## src/wtssq_pkg.sv

```systemverilog
// Shared types, register codes, scale tables and pipeline constants for the semitone quantizer.
package wtssq_pkg;

  // Configuration register indexes.
  typedef logic [1:0] cfg_index_t;
  localparam cfg_index_t REG_SCALE_MODE   = 2'd0;
  localparam cfg_index_t REG_STEP_RADIUS  = 2'd1;
  localparam cfg_index_t REG_WIDTH_CENTER = 2'd2;
  localparam cfg_index_t REG_WIDTH_SPAN   = 2'd3;

  // Scale mode codes; the two unused codes behave as chromatic.
  typedef logic [2:0] mode_t;
  localparam mode_t MODE_CHROMATIC  = 3'd0;
  localparam mode_t MODE_MAJOR      = 3'd1;
  localparam mode_t MODE_MAJOR_PENT = 3'd2;
  localparam mode_t MODE_MINOR      = 3'd3;
  localparam mode_t MODE_MINOR_PENT = 3'd4;
  localparam mode_t MODE_BLUES      = 3'd5;

  // Register reset values.
  localparam mode_t      RST_SCALE_MODE = MODE_CHROMATIC;
  localparam logic [6:0] RST_RADIUS     = 7'd12;
  localparam int         RST_CENTER     = 17203;
  localparam int         RST_SPAN       = 31130;

  // Chromatic step count: 13 magnitude bits, 14 bits signed after the floor fix.
  localparam int QBITS       = 13;
  localparam int C_BITS      = QBITS + 1;
  localparam int C_MAX       = 8191;
  localparam int C_MIN       = -8192;
  localparam int DIV_STEPS   = 2;
  localparam int DIV_STAGES  = (QBITS + DIV_STEPS - 1) / DIV_STEPS;

  // Octave split: the step count is biased by a common multiple of 5, 6 and 7
  // so that the split works on a non-negative value.
  localparam int OFFSET      = 8400;
  localparam int U_BITS      = 15;
  localparam int RECIP_BITS  = 15;
  localparam int RECIP_SHIFT = 17;
  localparam int DEG_BITS    = 3;
  localparam int NOTE_BITS   = 4;
  localparam int BIAS_BITS   = 15;

  // Result before saturation and the saturated output range.
  localparam int R_BITS      = 18;
  localparam int SEMI_BITS   = 12;
  localparam int SEMI_MAX    = 2047;
  localparam int SEMI_MIN    = -2048;
  localparam logic signed [SEMI_BITS-1:0] SEMI_HI = 12'sh7FF;
  localparam logic signed [SEMI_BITS-1:0] SEMI_LO = 12'sh800;

  // True for the five scale modes.
  function automatic logic scale_used(mode_t m);
    logic used;
    unique case (m)
      MODE_MAJOR, MODE_MAJOR_PENT, MODE_MINOR,
      MODE_MINOR_PENT, MODE_BLUES: used = 1'b1;
      default:                      used = 1'b0;
    endcase
    return used;
  endfunction

  // Notes per octave of each scale.
  function automatic logic [2:0] scale_len(mode_t m);
    logic [2:0] len;
    unique case (m)
      MODE_MAJOR, MODE_MINOR:           len = 3'd7;
      MODE_MAJOR_PENT, MODE_MINOR_PENT: len = 3'd5;
      MODE_BLUES:                       len = 3'd6;
      default:                          len = 3'd1;
    endcase
    return len;
  endfunction

  // floor(2^RECIP_SHIFT / len), exact to within one after the shift.
  function automatic logic [RECIP_BITS-1:0] scale_recip(mode_t m);
    logic [RECIP_BITS-1:0] rc;
    unique case (m)
      MODE_MAJOR, MODE_MINOR:           rc = 15'd18724;
      MODE_MAJOR_PENT, MODE_MINOR_PENT: rc = 15'd26214;
      MODE_BLUES:                       rc = 15'd21845;
      default:                          rc = '0;
    endcase
    return rc;
  endfunction

  // 12 * OFFSET / len: removes the octave bias after the split.
  function automatic logic [BIAS_BITS-1:0] scale_bias(mode_t m);
    logic [BIAS_BITS-1:0] b;
    unique case (m)
      MODE_MAJOR, MODE_MINOR:           b = 15'd14400;
      MODE_MAJOR_PENT, MODE_MINOR_PENT: b = 15'd20160;
      MODE_BLUES:                       b = 15'd16800;
      default:                          b = '0;
    endcase
    return b;
  endfunction

  // Semitone of each scale degree within the octave.
  function automatic logic [NOTE_BITS-1:0] scale_note(mode_t m, logic [DEG_BITS-1:0] deg);
    logic [NOTE_BITS-1:0] n;
    n = '0;
    unique case (m)
      MODE_MAJOR: begin
        unique case (deg)
          3'd1:    n = 4'd2;
          3'd2:    n = 4'd4;
          3'd3:    n = 4'd5;
          3'd4:    n = 4'd7;
          3'd5:    n = 4'd9;
          3'd6:    n = 4'd11;
          default: n = 4'd0;
        endcase
      end
      MODE_MAJOR_PENT: begin
        unique case (deg)
          3'd1:    n = 4'd2;
          3'd2:    n = 4'd4;
          3'd3:    n = 4'd7;
          3'd4:    n = 4'd9;
          default: n = 4'd0;
        endcase
      end
      MODE_MINOR: begin
        unique case (deg)
          3'd1:    n = 4'd2;
          3'd2:    n = 4'd3;
          3'd3:    n = 4'd5;
          3'd4:    n = 4'd7;
          3'd5:    n = 4'd8;
          3'd6:    n = 4'd10;
          default: n = 4'd0;
        endcase
      end
      MODE_MINOR_PENT: begin
        unique case (deg)
          3'd1:    n = 4'd3;
          3'd2:    n = 4'd5;
          3'd3:    n = 4'd7;
          3'd4:    n = 4'd10;
          default: n = 4'd0;
        endcase
      end
      MODE_BLUES: begin
        unique case (deg)
          3'd1:    n = 4'd3;
          3'd2:    n = 4'd5;
          3'd3:    n = 4'd6;
          3'd4:    n = 4'd7;
          3'd5:    n = 4'd10;
          default: n = 4'd0;
        endcase
      end
      default: n = '0;
    endcase
    return n;
  endfunction

endpackage

```

## src/width_to_scale_semitone_quantizer.sv

```systemverilog
// Pipelined mapping of a line width to a scale-quantized semitone offset.
// Pipeline depth: 15 register stages, the last of them the output register.
// Throughput: one item per cycle while the output is not stalled; depth is set by the
// restoring divider, which resolves up to two quotient bits per stage over seven stages.
// A stalled output holds its result while bubbles further up still fill.
// Reset clears all stage valid bits and loads the register defaults.
module width_to_scale_semitone_quantizer
  import wtssq_pkg::*;
#(
  parameter int WIDTH_BITS = 16
) (
  input  logic                        clk,
  input  logic                        rst,
  input  logic                        cfg_wr_en,
  input  cfg_index_t                  cfg_index,
  input  logic [WIDTH_BITS-1:0]       cfg_data,
  input  logic                        in_valid,
  output logic                        in_ready,
  input  logic [WIDTH_BITS-1:0]       stroke_width,
  output logic                        out_valid,
  input  logic                        out_ready,
  output logic signed [SEMI_BITS-1:0] semitone,
  output logic                        clamped
);

  localparam int PW      = WIDTH_BITS + 10;
  localparam int MW      = WIDTH_BITS + 9;
  localparam int RW      = WIDTH_BITS + QBITS;
  localparam int PR_BITS = U_BITS + RECIP_BITS;
  localparam int QE_BITS = PR_BITS - RECIP_SHIFT;
  localparam int ST_DIV  = 3;
  localparam int ST_C    = ST_DIV + DIV_STAGES;
  localparam int ST_U    = ST_C + 1;
  localparam int ST_MUL  = ST_U + 1;
  localparam int ST_CORR = ST_MUL + 1;
  localparam int ST_OUT  = ST_CORR + 1;
  localparam int NS      = ST_OUT + 1;

  localparam logic signed [R_BITS-1:0] R_MAX = R_BITS'(SEMI_MAX);
  localparam logic signed [R_BITS-1:0] R_MIN = R_BITS'(SEMI_MIN);

  // Configuration registers.
  mode_t                 scale_mode;
  logic [6:0]            step_radius;
  logic [WIDTH_BITS-1:0] width_center;
  logic [WIDTH_BITS-1:0] width_span;
  logic [WIDTH_BITS-1:0] span_eff;

  always_ff @(posedge clk) begin
    if (rst) begin
      scale_mode   <= RST_SCALE_MODE;
      step_radius  <= RST_RADIUS;
      width_center <= WIDTH_BITS'(RST_CENTER);
      width_span   <= WIDTH_BITS'(RST_SPAN);
    end else if (cfg_wr_en) begin
      unique case (cfg_index)
        REG_SCALE_MODE:   scale_mode   <= cfg_data[2:0];
        REG_STEP_RADIUS:  step_radius  <= cfg_data[6:0];
        REG_WIDTH_CENTER: width_center <= cfg_data;
        REG_WIDTH_SPAN:   width_span   <= cfg_data;
      endcase
    end
  end

  // A zero span divides as a span of one.
  assign span_eff = (width_span == '0) ? WIDTH_BITS'(1) : width_span;

  // Stage valid bits and per-stage advance; a stage loads when it is empty or
  // the stage below it moves on.
  logic [NS-1:0] v;
  logic [NS-1:0] adv;

  always_comb begin
    adv[NS-1] = !v[NS-1] || out_ready;
    for (int i = NS - 2; i >= 0; i--) begin
      adv[i] = !v[i] || adv[i+1];
    end
  end

  always_ff @(posedge clk) begin
    if (rst) begin
      v <= '0;
    end else begin
      if (adv[0]) begin
        v[0] <= in_valid;
      end
      for (int i = 1; i < NS; i++) begin
        if (adv[i]) begin
          v[i] <= v[i-1];
        end
      end
    end
  end

  assign in_ready  = adv[0];
  assign out_valid = v[ST_OUT];

  // Stage 0: (center - width) * 2 * radius.
  logic signed [WIDTH_BITS:0] diff;
  logic signed [8:0]          rad2;
  logic signed [PW-1:0]       p0_prod;

  assign diff = $signed({1'b0, width_center}) - $signed({1'b0, stroke_width});
  assign rad2 = $signed({1'b0, step_radius, 1'b0});

  always_ff @(posedge clk) begin
    if (adv[0]) begin
      p0_prod <= diff * rad2;
    end
  end

  // Stage 1: sign and magnitude of the numerator.
  logic          p1_neg;
  logic [MW-1:0] p1_mag;

  always_ff @(posedge clk) begin
    if (adv[1]) begin
      p1_neg <= p0_prod[PW-1];
      p1_mag <= p0_prod[PW-1] ? MW'(-p0_prod) : MW'(p0_prod);
    end
  end

  // Divider state; entry 0 is loaded by stage 2, entry j+1 by divider stage j.
  logic [RW-1:0]    d_rem [DIV_STAGES+1];
  logic [QBITS-1:0] d_q   [DIV_STAGES+1];
  logic             d_neg [DIV_STAGES+1];
  logic             d_ovf [DIV_STAGES+1];

  // Stage 2: a quotient that needs more than QBITS bits saturates every mode.
  always_ff @(posedge clk) begin
    if (adv[2]) begin
      d_rem[0] <= RW'(p1_mag);
      d_q[0]   <= '0;
      d_neg[0] <= p1_neg;
      d_ovf[0] <= RW'(p1_mag) >= (RW'(span_eff) << QBITS);
    end
  end

  // Restoring division, up to DIV_STEPS quotient bits per stage, most significant first.
  for (genvar j = 0; j < DIV_STAGES; j++) begin : g_div
    logic [RW-1:0]    rem_step;
    logic [QBITS-1:0] q_step;

    always_comb begin
      rem_step = d_rem[j];
      q_step   = d_q[j];
      for (int t = 0; t < DIV_STEPS; t++) begin
        if (j * DIV_STEPS + t < QBITS) begin
          if (rem_step >= (RW'(span_eff) << (QBITS - 1 - (j * DIV_STEPS + t)))) begin
            rem_step = rem_step - (RW'(span_eff) << (QBITS - 1 - (j * DIV_STEPS + t)));
            q_step[QBITS - 1 - (j * DIV_STEPS + t)] = 1'b1;
          end
        end
      end
    end

    always_ff @(posedge clk) begin
      if (adv[ST_DIV + j]) begin
        d_rem[j+1] <= rem_step;
        d_q[j+1]   <= q_step;
        d_neg[j+1] <= d_neg[j];
        d_ovf[j+1] <= d_ovf[j];
      end
    end
  end

  // Floor fix for negative numerators, and saturation of the step count.
  logic signed [C_BITS-1:0] c_next;
  logic signed [C_BITS-1:0] pc_c;

  always_comb begin
    priority if (d_ovf[DIV_STAGES]) begin
      c_next = d_neg[DIV_STAGES] ? C_BITS'(C_MIN) : C_BITS'(C_MAX);
    end else if (d_neg[DIV_STAGES]) begin
      c_next = -$signed({1'b0, d_q[DIV_STAGES]}) -
               $signed(C_BITS'(d_rem[DIV_STAGES] != '0));
    end else begin
      c_next = $signed({1'b0, d_q[DIV_STAGES]});
    end
  end

  always_ff @(posedge clk) begin
    if (adv[ST_C]) begin
      pc_c <= c_next;
    end
  end

  // Bias the step count to a non-negative value for the octave split.
  logic [U_BITS-1:0]        pu_u;
  logic signed [C_BITS-1:0] pu_c;

  always_ff @(posedge clk) begin
    if (adv[ST_U]) begin
      pu_u <= {pc_c[C_BITS-1], pc_c} + U_BITS'(OFFSET);
      pu_c <= pc_c;
    end
  end

  // Reciprocal multiply for the octave estimate.
  logic [PR_BITS-1:0]       pm_prod;
  logic [U_BITS-1:0]        pm_u;
  logic signed [C_BITS-1:0] pm_c;

  always_ff @(posedge clk) begin
    if (adv[ST_MUL]) begin
      pm_prod <= pu_u * scale_recip(scale_mode);
      pm_u    <= pu_u;
      pm_c    <= pu_c;
    end
  end

  // The estimate is low by at most one: one compare and subtract corrects it.
  logic [QE_BITS-1:0]       qe;
  logic [2:0]               len;
  logic [U_BITS-1:0]        rem2;
  logic [QE_BITS-1:0]       q_next;
  logic [DEG_BITS-1:0]      deg_next;
  logic [QE_BITS-1:0]       pr_q;
  logic [DEG_BITS-1:0]      pr_deg;
  logic signed [C_BITS-1:0] pr_c;

  always_comb begin
    qe   = pm_prod[PR_BITS-1:RECIP_SHIFT];
    len  = scale_len(scale_mode);
    rem2 = pm_u - U_BITS'(U_BITS'(qe) * U_BITS'(len));
    if (rem2 >= U_BITS'(len)) begin
      q_next   = qe + QE_BITS'(1);
      deg_next = DEG_BITS'(rem2 - U_BITS'(len));
    end else begin
      q_next   = qe;
      deg_next = DEG_BITS'(rem2);
    end
  end

  always_ff @(posedge clk) begin
    if (adv[ST_CORR]) begin
      pr_q   <= q_next;
      pr_deg <= deg_next;
      pr_c   <= pm_c;
    end
  end

  // Octave * 12 plus the scale note, then saturation to the output range.
  logic [R_BITS-1:0]        r_scale;
  logic signed [R_BITS-1:0] r;

  always_comb begin
    r_scale = R_BITS'({pr_q, 3'b000}) + R_BITS'({pr_q, 2'b00}) +
              R_BITS'(scale_note(scale_mode, pr_deg)) - R_BITS'(scale_bias(scale_mode));
    r = scale_used(scale_mode) ? $signed(r_scale) : R_BITS'(pr_c);
  end

  always_ff @(posedge clk) begin
    if (adv[ST_OUT]) begin
      priority if (r > R_MAX) begin
        semitone <= SEMI_HI;
        clamped  <= 1'b1;
      end else if (r < R_MIN) begin
        semitone <= SEMI_LO;
        clamped  <= 1'b1;
      end else begin
        semitone <= $signed(r[SEMI_BITS-1:0]);
        clamped  <= 1'b0;
      end
    end
  end

  // A transfer at the input always lands in the first stage.
  a_accept_fills: assert property (@(posedge clk) disable iff (rst)
    in_valid && in_ready |=> v[0])
    else $error("accepted input did not enter the first stage");

  // Input back-pressure only when every stage is full and the output stalls.
  a_ready_only_full: assert property (@(posedge clk) disable iff (rst)
    !in_ready |-> (&v) && !out_ready)
    else $error("input stalled with room in the pipeline");

  // Without overflow the divider remainder ends below the divisor.
  a_div_rem: assert property (@(posedge clk) disable iff (rst)
    v[ST_C-1] && !d_ovf[DIV_STAGES] |-> d_rem[DIV_STAGES] < RW'(span_eff))
    else $error("divider remainder not below the span");

  // The corrected degree stays inside the scale.
  a_deg_range: assert property (@(posedge clk) disable iff (rst)
    v[ST_CORR] && scale_used(scale_mode) |-> pr_deg < scale_len(scale_mode))
    else $error("scale degree out of range");

  // A clamped result sits on one of the range limits.
  a_clamp_value: assert property (@(posedge clk) disable iff (rst)
    out_valid && clamped |-> semitone == SEMI_HI || semitone == SEMI_LO)
    else $error("clamped result not at a range limit");

endmodule

```

## config.mk

```make
export PLATFORM = sky130hd
export DESIGN_NAME = width_to_scale_semitone_quantizer
export DESIGN_NICKNAME = d
export VERILOG_FILES = /design/src/wtssq_pkg.sv /design/src/width_to_scale_semitone_quantizer.sv
export SDC_FILE = /design/constraint.sdc
export NUM_CORES = 2
export LEC_CHECK = 0
export ABC_CLOCK_PERIOD_IN_PS = 15800
export BUFFER_PORTS_ARGS = -buffer_cell sky130_fd_sc_hd__buf_2
export CAP_MARGIN = 10
export CORE_MARGIN = 4
export CORE_UTILIZATION = 65
export CTS_BUF_LIST = sky130_fd_sc_hd__clkbuf_2 sky130_fd_sc_hd__clkbuf_4 sky130_fd_sc_hd__clkbuf_8
export DETAILED_ROUTE_END_ITERATION = 10
export GPL_ROUTABILITY_DRIVEN = 0
export GPL_TIMING_DRIVEN = 0
export PLACE_DENSITY = 0.83
export SLEW_MARGIN = 20
export SYNTH_ARGS = -nofsm -noshare
export SYNTH_HDL_FRONTEND = slang
export SYNTH_SLANG_ARGS = --single-unit
```

## constraint.sdc

```tcl
create_clock -name clk -period 15.8 [get_ports clk]
set_input_delay 2.37 -clock clk [delete_from_list [all_inputs] [get_ports clk]]
set_output_delay 2.37 -clock clk [all_outputs]
set_load 0.05 [all_outputs]
```

==> run summary <==
antenna-violating nets left -> 0
Reg clk slew, reported paths -> 80 ps
R2R Path Start -> width_span[15]
Critical Path End Type -> flop
CTS tree -> done
first-pass GRT wire length -> 173,200 um
layout filler cell count -> 4,867
synthesized flop and latch total -> 519
EDFF count, synth -> 462
CP most frequent cell -> fa_1
Syn. warnings -> 0
final hold violation count -> 0
top cells by instance count after synthesis -> inv_1 (512), ha_1 (469), edfxtp_1 (462)
I/O pin cnt -> 54
vias per cell -> 6.064
final-stage net count -> 5,527
post-synth top area share -> 0.3062
mean routed wirelength per cell -> 18.60 um
Synth-to-Final Area Change -> 7.710%
fin. max-slew vios -> 0
share of post-route cells with drive strength above 1 -> 0.07726
Async S/R FF share, synth -> 0
post-cts sizing count -> 0
critical path endpoint -> p0_prod[25]
CP max FO -> 7
Least-Margin Pin Slew -> 1172 ps
sequential cell area fraction in the yosys report -> 0.3314
Tcrit/Tclk final -> 0.6078
initial antenna violation count -> 1
Residual DRC -> 0
vias in the first global route -> 34.98k
Startpoint Class -> input port
worst-skew pair later-pin latency -> 710 ps
Post-CTS Setup Bufs -> 0
DRT Wirelength -> 107,200 um
Post-Synthesis Cells -> 4,612
synth top area cells -> edfxtp_1 (31%), ha_1 (13%), fa_1 (12%), xnor2_1 (4.6%), inv_1 (4.2%)
DR vias -> 34.93k
1st-iter DRT viols -> 2,797
Final Critical Period -> 9603 ps
Rel. slew slack -> 0.2173
row cnt -> 96
Core ar. -> 68,830 um2
RSZ-0062 raised after global routing -> no
post-synth net total -> 5,381
grt ovf -> 0
max cap viols -> 0
Post-Syn Area -> 45,310 um2
Reg-to-Reg End -> d_rem[0][82]
Yosys top cell by area -> edfxtp_1
sum of negative setup slack -> 0 ps
Synth Area per Inst -> 9.825 um2
Crit Path Class -> in -> reg
Cell Pwr Density -> 217.4 nW/um2
clk buf depth -> 3
CP required -> 16,180 ps
Pre-antenna DRT Iters -> 6
Peak Freq -> 0.1041 GHz
most frequent cell after synthesis -> inv_1
setup slack, reg-to-reg -> 6440 ps
H-Tree Depth -> 3
TritonCTS Buffers -> 87
worst min path class -> reg -> reg
Setup-failing EPs final -> 0
Top FF cell, synth -> edfxtp_1
pin count of the biggest net entering global routing -> 39
reg2reg path depth -> 25
Initial Utilization -> 0.6584
WP data arrival -> 9990 ps
Global Route Usage Sum -> 0.2870
DIE AREA -> 74,000 um2
CP max stage delay -> 620 ps
die width -> 272.0 um
critical path's slowest cell -> xnor2_1
clk_skew -> 59.58 ps
die height -> 272.0 um
Yosys cell types -> 91
cts hold-fix bufs -> 0
crit path launch -> stroke_width[0]
Leakage -> 21.95 nW
Port-buffer cells -> 52
CTS Root Cell -> clkbuf_8
# clock sinks -> 519
Pwr Total -> 10.61 mW
Max VDD drop -> 172.3 uV
DP HPWL -> 83,480 um
status -> finished clean
## cell usage in the layout (no fill, tap or decap), types with 76 or more instances in the layout
master    Yosys  final
a21oi_1     310    310
nor2_1      309    309
nand2_1     398    394
edfxtp_1    462    462
ha_1        469    469
o21ai_0     194    194
and2_1      118    118
mux2_2       76     76
xnor2_1     237    237
nor3_1       81     81
clkbuf_8      0     93
a21o_1      106    106
xor2_1       96     96
fa_1        261    261
inv_1       512    507
## per-stage QoR
step           cells  cell area, um2  utilization  setup WS [ps]  hold slack [ps]
4_1_cts         5759           48800       0.7090           6358            416.8
5_1_grt         5760           48800       0.7091           5767            422.1
2_1_floorplan   4612           45310            -           6757            400.3
3_5_place_dp    5600           46870       0.6810           5672            404.5
6_report        5761           48810       0.7091           6197            403.9
3_3_place_gp    5595           46740       0.6791           5118            401.2
## registers in the layout, summed over array words and instances, names as in the netlist, 7 cells and up
register,count
pr_c,14
p0_prod,25
d_ovf,8
p1_mag,24
pm_prod,13
pm_u,15
pc_c,14
d_neg,8
v,15
width_center,16
pm_c,10
width_span,16
pu_c,10
pu_u,15
d_q,55
semitone,12
step_radius,7
d_rem,221
pr_q,13
## worst min path at each step
stage / from / slack, ps / to / cells after the start
final: d_neg[0][0] / 400 / d_neg[0][1] / 0
after detailed placement: d_ovf[1][2] / 400 / d_ovf[1][3] / 0
after CTS: d_q[1][20] / 420 / d_q[1][33] / 0
after global placement: d_ovf[1][1] / 400 / d_ovf[1][2] / 0
after global routing: d_q[1][23] / 420 / d_q[1][36] / 0
after floorplan: p1_neg / 400 / d_neg[0][0] / 0
## worst max-delay path, delay by kind of cell
family,cells,cell delay (ps)
AOI/OAI and AO/OA,11,2580
xor gates and xnor gates,2,760
adders and majority gates,7,2930
buffers and inverters,3,220
and+or+nand+nor,7,1110
## report_power, final
| part | switching (mW) | total (mW) | leakage (nW) | internal [mW] |
|---|---|---|---|---|
| clock | 0.590 | 1.33 | 1.01 | 0.737 |
| combinational | 3.63 | 6.50 | 15.5 | 2.87 |
| sequential | 0.418 | 2.79 | 5.41 | 2.37 |
## kinds of logic (layout without fill, tap and decap cells)
kind of cell	Yosys count	count (layout)	share of synthesized area
flip-flops	519	519	0.3314
multiplexers	104	104	0.02596
buffers and inverters	613	829	0.05122
AND/OR/NAND/NOR	1384	1384	0.1518
other	0	2	0
adder cells (fa/ha/maj)	730	730	0.2448
XOR/XNOR	333	333	0.06437
AO/OA/AOI/OAI	929	929	0.1305
## metal layers
layer,GRT usage,up-vias,wire length (um)
met5,0,-,0
met4,0.1281,0,5249
met3,0.04951,360,7035
met2,0.4925,1366,51770
met1,0.3580,16651,43100
li1,-,16555,-
## layout make-up
cell class	instances	area, um2	area share
flip-flops and latches	519	15010	0.3076
plain buffers	97	384.1	0.007870
multi-input cells	3480	28010	0.5739
diodes	2	5.005	0.0001025
clock inverters	39	447.9	0.009178
well taps	931	1165	0.02387
repair buffers	57	360.3	0.007383
inverters	516	1937	0.03969
clock buffers	120	1483	0.03038
No activity file was read; power rests on OpenSTA's default activity.
